===== src/gn2d_pkg.sv =====
// ----------------------------------------------------------------------------
// gn2d_pkg
// Shared types and constants for the two-dimensional gradient noise core.
// ----------------------------------------------------------------------------
package gn2d_pkg;

    localparam int GRID_SIZE_DEF = 64;
    localparam int FRAC_BITS_DEF = 10;

    localparam int COORD_W = 16;
    localparam int NODE_W  = 6;
    localparam int GRAD_W  = 8;
    localparam int ENTRY_W = 2 * GRAD_W;
    localparam int NOISE_W = 20;

    typedef enum logic {
        MODE_SAMPLE = 1'b0,
        MODE_WRITE  = 1'b1
    } mode_t;

endpackage


===== src/gn2d_lerp.sv =====
// ----------------------------------------------------------------------------
// gn2d_lerp
// Three-stage linear interpolation a + floor(w * (b - a) / 2^WF).
// ----------------------------------------------------------------------------
module gn2d_lerp
    import gn2d_pkg::*;
#(
    parameter int W  = 20,
    parameter int WF = 10
)
(
    input  logic                clk,
    input  logic                rst_n,
    input  logic                in_valid,
    input  logic signed [W-1:0] a,
    input  logic signed [W-1:0] b,
    input  logic [WF-1:0]       w,
    output logic                out_valid,
    output logic signed [W-1:0] y
);

    localparam int PROD_W = W + WF + 2;

    logic [2:0]               valid_reg;
    logic signed [W-1:0]      a1_reg;
    logic signed [W:0]        diff_reg;
    logic signed [W:0]        diff_next;
    logic [WF-1:0]            w1_reg;
    logic signed [W-1:0]      a2_reg;
    logic signed [PROD_W-1:0] prod_reg;
    logic signed [PROD_W-1:0] prod_next;
    logic signed [WF:0]       w_ext;
    logic signed [W-1:0]      y_reg;
    logic signed [W-1:0]      y_next;

    always_comb
    begin
        diff_next = {b[W-1], b} - {a[W-1], a};
        w_ext     = {1'b0, w1_reg};
        prod_next = diff_reg * w_ext;
        y_next    = a2_reg + W'(prod_reg >>> WF);
    end

    always_ff @(posedge clk or negedge rst_n)
    begin
        if (!rst_n)
        begin
            valid_reg <= '0;
        end
        else
        begin
            valid_reg <= {valid_reg[1:0], in_valid};
        end
    end

    always_ff @(posedge clk)
    begin
        a1_reg   <= a;
        diff_reg <= diff_next;
        w1_reg   <= w;
        a2_reg   <= a1_reg;
        prod_reg <= prod_next;
        y_reg    <= y_next;
    end

    assign out_valid = valid_reg[2];
    assign y         = y_reg;

endmodule


===== config.mk =====
export PLATFORM = sky130hd
export DESIGN_NAME = gn2d_lerp
export DESIGN_NICKNAME = d
export VERILOG_FILES = /design/src/gn2d_pkg.sv /design/src/gn2d_lerp.sv
export SDC_FILE = /design/constraint.sdc
export NUM_CORES = 1
export LEC_CHECK = 0
export BUFFER_PORTS_ARGS = -buffer_cell sky130_fd_sc_hd__buf_2
export CAP_MARGIN = 20
export CORE_MARGIN = 1.5
export CORE_UTILIZATION = 68
export CTS_CLUSTER_SIZE = 40
export DETAILED_ROUTE_END_ITERATION = 16
export GPL_ROUTABILITY_DRIVEN = 0
export PLACE_DENSITY = 0.95
export REMOVE_ABC_BUFFERS = 1
export SYNTH_ARGS = -nofsm -noshare
export SYNTH_HDL_FRONTEND = slang
export SYNTH_SLANG_ARGS = --single-unit

===== constraint.sdc =====
create_clock -name clk -period 8.8 [get_ports clk]
set_input_delay 0.88 -clock clk [delete_from_list [all_inputs] [get_ports clk]]
set_output_delay 0.88 -clock clk [all_outputs]
set_load 0.03 [all_outputs]

==> metrics.md, run 1 <==
| Metric | Value |
|---|---|
| Vias in the first global route | `9465` |
| Met1 Resource Use GR | `41.0%` |
| Hold_ws | `236 ps` |
| Root Buffer | `clkbuf_16` |
| Crit path time final | `5850 ps` |
| Synthesized area | `11400 um^2` |
| Top Usage Layer GRT | `met2` |
| # H-tree levels | `4` |
| Worst Tran Pin Value | `913 ps` |
| Core ar. | `16500 um^2` |
| PostCTS Resize Cnt | `0` |
| CP endpoint kind | `flop` |
| Setup TNS | `0 ps` |
| Initial antenna violation count | `2` |
| Arr. time, crit path | `6170 ps` |
| Post-synthesis to final-layout area growth | `9.75%` |
| RSZ-0062 raised after global routing | `false` |
| GR met2 Demand/Resource | `57.3%` |
| Met3 usage | `12.1%` |
| Mapped Cells | `1217` |
| Max Slew Vio Count | `0` |
| Rows | `47` |
| Pre-CTS setup slack | `3260 ps` |
| Number of fill cells in the layout | `983` |
| Outcome | `completed` |
| Die Footprint | `17500 um^2` |
| Sequential-to-total area share from yosys stat | `20.2%` |
| Largest net degree at the start of global routing | `23` |
| Clk Latency, worst-skew pair | `440 ps` |
| Storage cell area | `2300 um^2` |
| WL per Instance | `19.0 um` |
| Final wirelength | `28400 um` |
| CP Class | `flop to flop` |
| Initial core utilization | `69.2%` |
| Synth warn | `0` |
| Syn Area/Cell | `9.36 um^2` |
| # IOs | `74` |
| Clock Sinks | `114` |
| Nets | `1597` |
| Share of the synthesized area in the top cell type | `31.3%` |
| Vias per cell | `5.92` |
| Num CTS Buffers | `17` |
| Worst EP required | `9110 ps` |
| Ys async rst share | `2.63%` |
| DRT Pass-1 Iters | `7` |
| DRC Markers | `0` |
| Post-synthesis register bit count | `114` |
| Violation count after the first detailed-routing iteration | `1139` |
| Max cap viols | `0` |
| Die span in x | `132 um` |
| PortBufs | `73` |
| Number of setup buffers added after CTS | `0` |
| Area contributors post-synth | `fa_1 (31%), dfxtp_1 (20%), ha_1 (11%), inv_1 (7.7%), and2_1 (5.3%)` |
| FMAX | `171 MHz` |
| Area of the multi-input gates | `8040 um^2` |
| EDFF count, synth | `0` |
| Die height | `132 um` |
| Final worst slack | `2950 ps` |
| Synth unique cells | `55` |
| CTS tree | `built` |
| Total GRT Usage | `34.6%` |
| Detailed-route via count | `8856` |
| GRT overflow | `0` |
| Cell with the most instances after synthesis | `inv_1` |
| Final setup vio count | `0` |
| First-pass GRT wire length | `46500 um` |
| Dpl hpwl | `20800 um` |
| Worst-case clock buffer depth | `2` |
| Clock slew at reported path FFs | `50 ps` |
| Slew headroom | `39.1%` |
| Max reg flops | `21` |
| Post-synth top cells | `inv_1 (235), fa_1 (178), nand2_1 (135), dfxtp_1 (111), ha_1 (102)` |
| Crit share post-route | `66.5%` |
| Worst min path class | `input pin to async pin` |
| Fin. Hold Viols | `0` |
| Clock skew | `17.5 ps` |
| Worst Path Max Fanout | `21` |
| Worst Setup Start Kind | `flop` |
| Main synth FF type | `dfxtp_1` |
| Hold-fix buffers, CTS | `0` |
| Post-DRT Antenna Nets | `0` |
| Largest area contributor in the netlist | `fa_1` |
| Share of layout cells above drive strength 1 | `8.62%` |
-- stage by stage --
| stage | util [%] | instance area (um^2) | cells |
|---|---|---|---|
| after floorplan | - | 11200 | 1172 |
| after detailed placement | 72.0 | 11900 | 1465 |
| after global routing | 75.9 | 12500 | 1496 |
| after global placement | 72.0 | 11900 | 1465 |
| final | 75.9 | 12500 | 1497 |
| after CTS | 75.9 | 12500 | 1496 |
-- cell type report --
cell class	count	area share [%]
diodes	1	0.0200
clock buffers	22	3.87
clock inverters	9	1.22
inverters	235	7.06
multi-input cells	823	64.3
flip-flops and latches	114	18.4
well taps	220	2.20
repair buffers	73	2.92
-- cells by family after synthesis --
| family | count (synthesis) | share of synthesized area [%] |
|---|---|---|
| flip-flops | 114 | 20.2 |
| multiplexers | 1 | 0.0989 |
| AND/OR/NAND/NOR | 326 | 14.3 |
| adder cells (fa/ha/maj) | 280 | 42.5 |
| AO/OA/AOI/OAI | 155 | 9.06 |
| buffers and inverters | 280 | 9.23 |
| XOR/XNOR | 61 | 4.69 |
-- final timing paths --
check | startpoint | end | slack [ps] | cells after the start
worst max-delay path | w1_reg[6] | prod_reg[27] | 2950 | 17
worst min-delay path | rst_n | valid_reg[2] | 240 | 1
worst max register to register | w1_reg[6] | prod_reg[27] | 2950 | 17
worst min register to register | a1_reg[14] | a2_reg[14] | 320 | 0
max in group asynchronous | rst_n | valid_reg[0] | 8460 | 1
min in group clk | a1_reg[14] | a2_reg[14] | 320 | 0
-- critical path: stages (launching register included) --
cell and delay [ps]:
dfxtp_1 870, nand2_1 280, fa_1 580, inv_1 60, fa_1 550, fa_1 430
fa_1 500, inv_1 50, fa_1 470, inv_1 50, ha_1 360, and4_1 260
and2_1 160, a22oi_1 350, nand4b_1 240, a21boi_1 260, o21ai_1 110, xor2_1 170
-- cell usage in the layout, fill, tap and decap left out, drive strengths merged, types with 7 or more instances in the layout --
cell type / Yosys / layout
and3: 7 / 7
dfxtp: 111 / 111
o21a: 11 / 11
o21ai: 23 / 23
fa: 178 / 178
nor3: 10 / 10
xnor2: 47 / 47
inv: 235 / 235
ha: 102 / 102
a31oi: 12 / 12
clkbuf: 45 / 22
nor2: 34 / 34
a21o: 28 / 28
buf: 0 / 73
nand2: 135 / 135
xor2: 14 / 14
nand2b: 9 / 9
and2: 97 / 97
nand3: 10 / 10
a21oi: 41 / 41
-- per-layer routing --
layer,part of all wire (%),up-vias
met2,47,633
met4,4.7,2
met1,36,4175
met5,0.042,-
li1,-,3878
met3,13,168
Power of run 1 is not shown: default switching activity piles up to over one toggle a cycle in this logic, so the estimate is an artifact.
==> inputs of run 2 (changes only) <==
Settings changed: CORE_UTILIZATION 68 to 63, PLACE_DENSITY 0.95 to 0.92.
Clock period 8.8 ns to 5.4 ns, I/O delays scaled along.
==> metrics.md, run 2 (synthesis results as in run 1) <==
| Metric | Value |
|---|---|
| Worst EP required | `5710 ps` |
| Post-synthesis to final-layout area growth | `11.4%` |
| Post-DRT Antenna Nets | `0` |
| CP Class | `flop to flop` |
| Most common cell after layout, fill and taps aside | `inv_1` |
| Die height | `137 um` |
| Arr. time, crit path | `5570 ps` |
| Detailed-route via count | `8785` |
| Violation count after the first detailed-routing iteration | `1072` |
| Initial antenna violation count | `0` |
| # IOs | `74` |
| Vias in the first global route | `9086` |
| Initial core utilization | `65.2%` |
| Setup TNS | `0 ps` |
| PortBufs | `73` |
| Clock slew at reported path FFs | `60 ps` |
| Rows | `48` |
| WHS Path Cells | `1` |
| Worst Hold End | `w1_reg[6]` |
| Fin. Hold Viols | `0` |
| DRC Markers | `0` |
| Max cap viols | `0` |
| Final wirelength | `27000 um` |
| FF-to-FF Start | `diff_reg[11]` |
| Number of fill cells in the layout | `1120` |
| Terminus of the critical flop-to-flop path | `prod_reg[27]` |
| Number of setup buffers added after CTS | `0` |
| Worst Path Max Fanout | `10` |
| Worst Tran Pin Value | `542 ps` |
| Flop-to-flop setup slack | `130 ps` |
| Dpl hpwl | `21100 um` |
| Root Buffer | `clkbuf_16` |
| First-pass GRT wire length | `43800 um` |
| Clock skew | `10.8 ps` |
| FMAX | `190 MHz` |
| WL per Instance | `17.7 um` |
| Final setup vio count | `0` |
| Share of layout cells above drive strength 1 | `11.0%` |
| Clock Sinks | `114` |
| Worst-case clock buffer depth | `2` |
| # H-tree levels | `4` |
| Core ar. | `17500 um^2` |
| Hold_ws | `208 ps` |
| Total GRT Usage | `30.6%` |
| Commonest cells after routing, fill and taps aside | `inv_1 (235), fa_1 (178), nand2_1 (134)` |
| DRT Pass-1 Iters | `7` |
| Crit share post-route | `97.5%` |
| Max reg flops | `21` |
| Die Footprint | `18900 um^2` |
| Num CTS Buffers | `17` |
| FF-to-FF path depth | `17` |
| Crit path time final | `5270 ps` |
| Largest net degree at the start of global routing | `22` |
| CP endpoint kind | `flop` |
| Clk Latency, worst-skew pair | `430 ps` |
| GRT overflow | `0` |
| Worst Setup Start Kind | `flop` |
| Outcome | `completed` |
| Diode count | `0` |
| Die span in x | `137 um` |
| CTS tree | `built` |
| Vias per cell | `5.76` |
| Nets | `1619` |
| Slew headroom | `63.7%` |
| Max Slew Vio Count | `0` |
| Worst min path class | `input pin to flop` |
| Hold Startpoint | `w[6]` |
run 2: what timing repair did:
item | 4_1_cts | 5_1_grt
gates resized for setup | 0 | 14
endpoints found under the setup margin | 0 | 3
hold buffers | 1 | 0
endpoints found under the hold margin | 3 | 0
run 2: area by class of cell:
| cell class | instances | area [um^2] | area share [%] |
|---|---|---|---|
| clock buffer | 18 | 429 | 3.38 |
| clock inverter | 14 | 181 | 1.43 |
| inverter | 235 | 882 | 6.95 |
| multi-input combinational | 823 | 8060 | 63.5 |
| sequential | 114 | 2300 | 18.2 |
| tap | 225 | 282 | 2.22 |
| timing repair buffer | 95 | 557 | 4.39 |
run 2: metrics by stage:
step | std cells | cell area, um^2 | setup WS (ps) | util, %
detailed placement | 1491 | 12000 | 207 | 68.9
CTS | 1524 | 12700 | 182 | 72.4
global route | 1524 | 12700 | -1.24 | 72.6
global placement | 1491 | 12000 | 366 | 68.9
finish | 1524 | 12700 | 133 | 72.6
floorplan | 1172 | 11200 | 467 | -
run 2: critical path: stages (launching register included):
cell      delay, ps
dfxtp_1         570
nand2_1         170
fa_1            470
fa_1            540
inv_1            60
fa_1            520
fa_1            500
inv_1            50
fa_1            480
inv_1            50
ha_1            280
and4_1          220
and2_1          170
a22oi_2         260
nand4b_1        260
a21boi_2        260
o21ai_1         100
xor2_1          180
run 2: worst max path at each step:
stage | startpoint | end | slack, ps | depth (start not counted)
after floorplan | w1_reg[5] | prod_reg[17] | 470 | 17
final | diff_reg[11] | prod_reg[27] | 130 | 17
after global placement | w1_reg[5] | prod_reg[27] | 370 | 18
after detailed placement | diff_reg[15] | prod_reg[27] | 210 | 17
after global routing | w1_reg[3] | prod_reg[28] | -1 | 18
after CTS | diff_reg[15] | prod_reg[27] | 180 | 17
run 2: per-layer routing:
metal / GRT usage (%) / vias up / part of all wire (%)
met5: 0 / - / 0
met1: 36.8 / 4181 / 38
met2: 50.3 / 561 / 46
met3: 11.9 / 120 / 12
li1: - / 3923 / -
met4: 10.6 / 0 / 3.6
Power of run 2 is left out for the same reason.
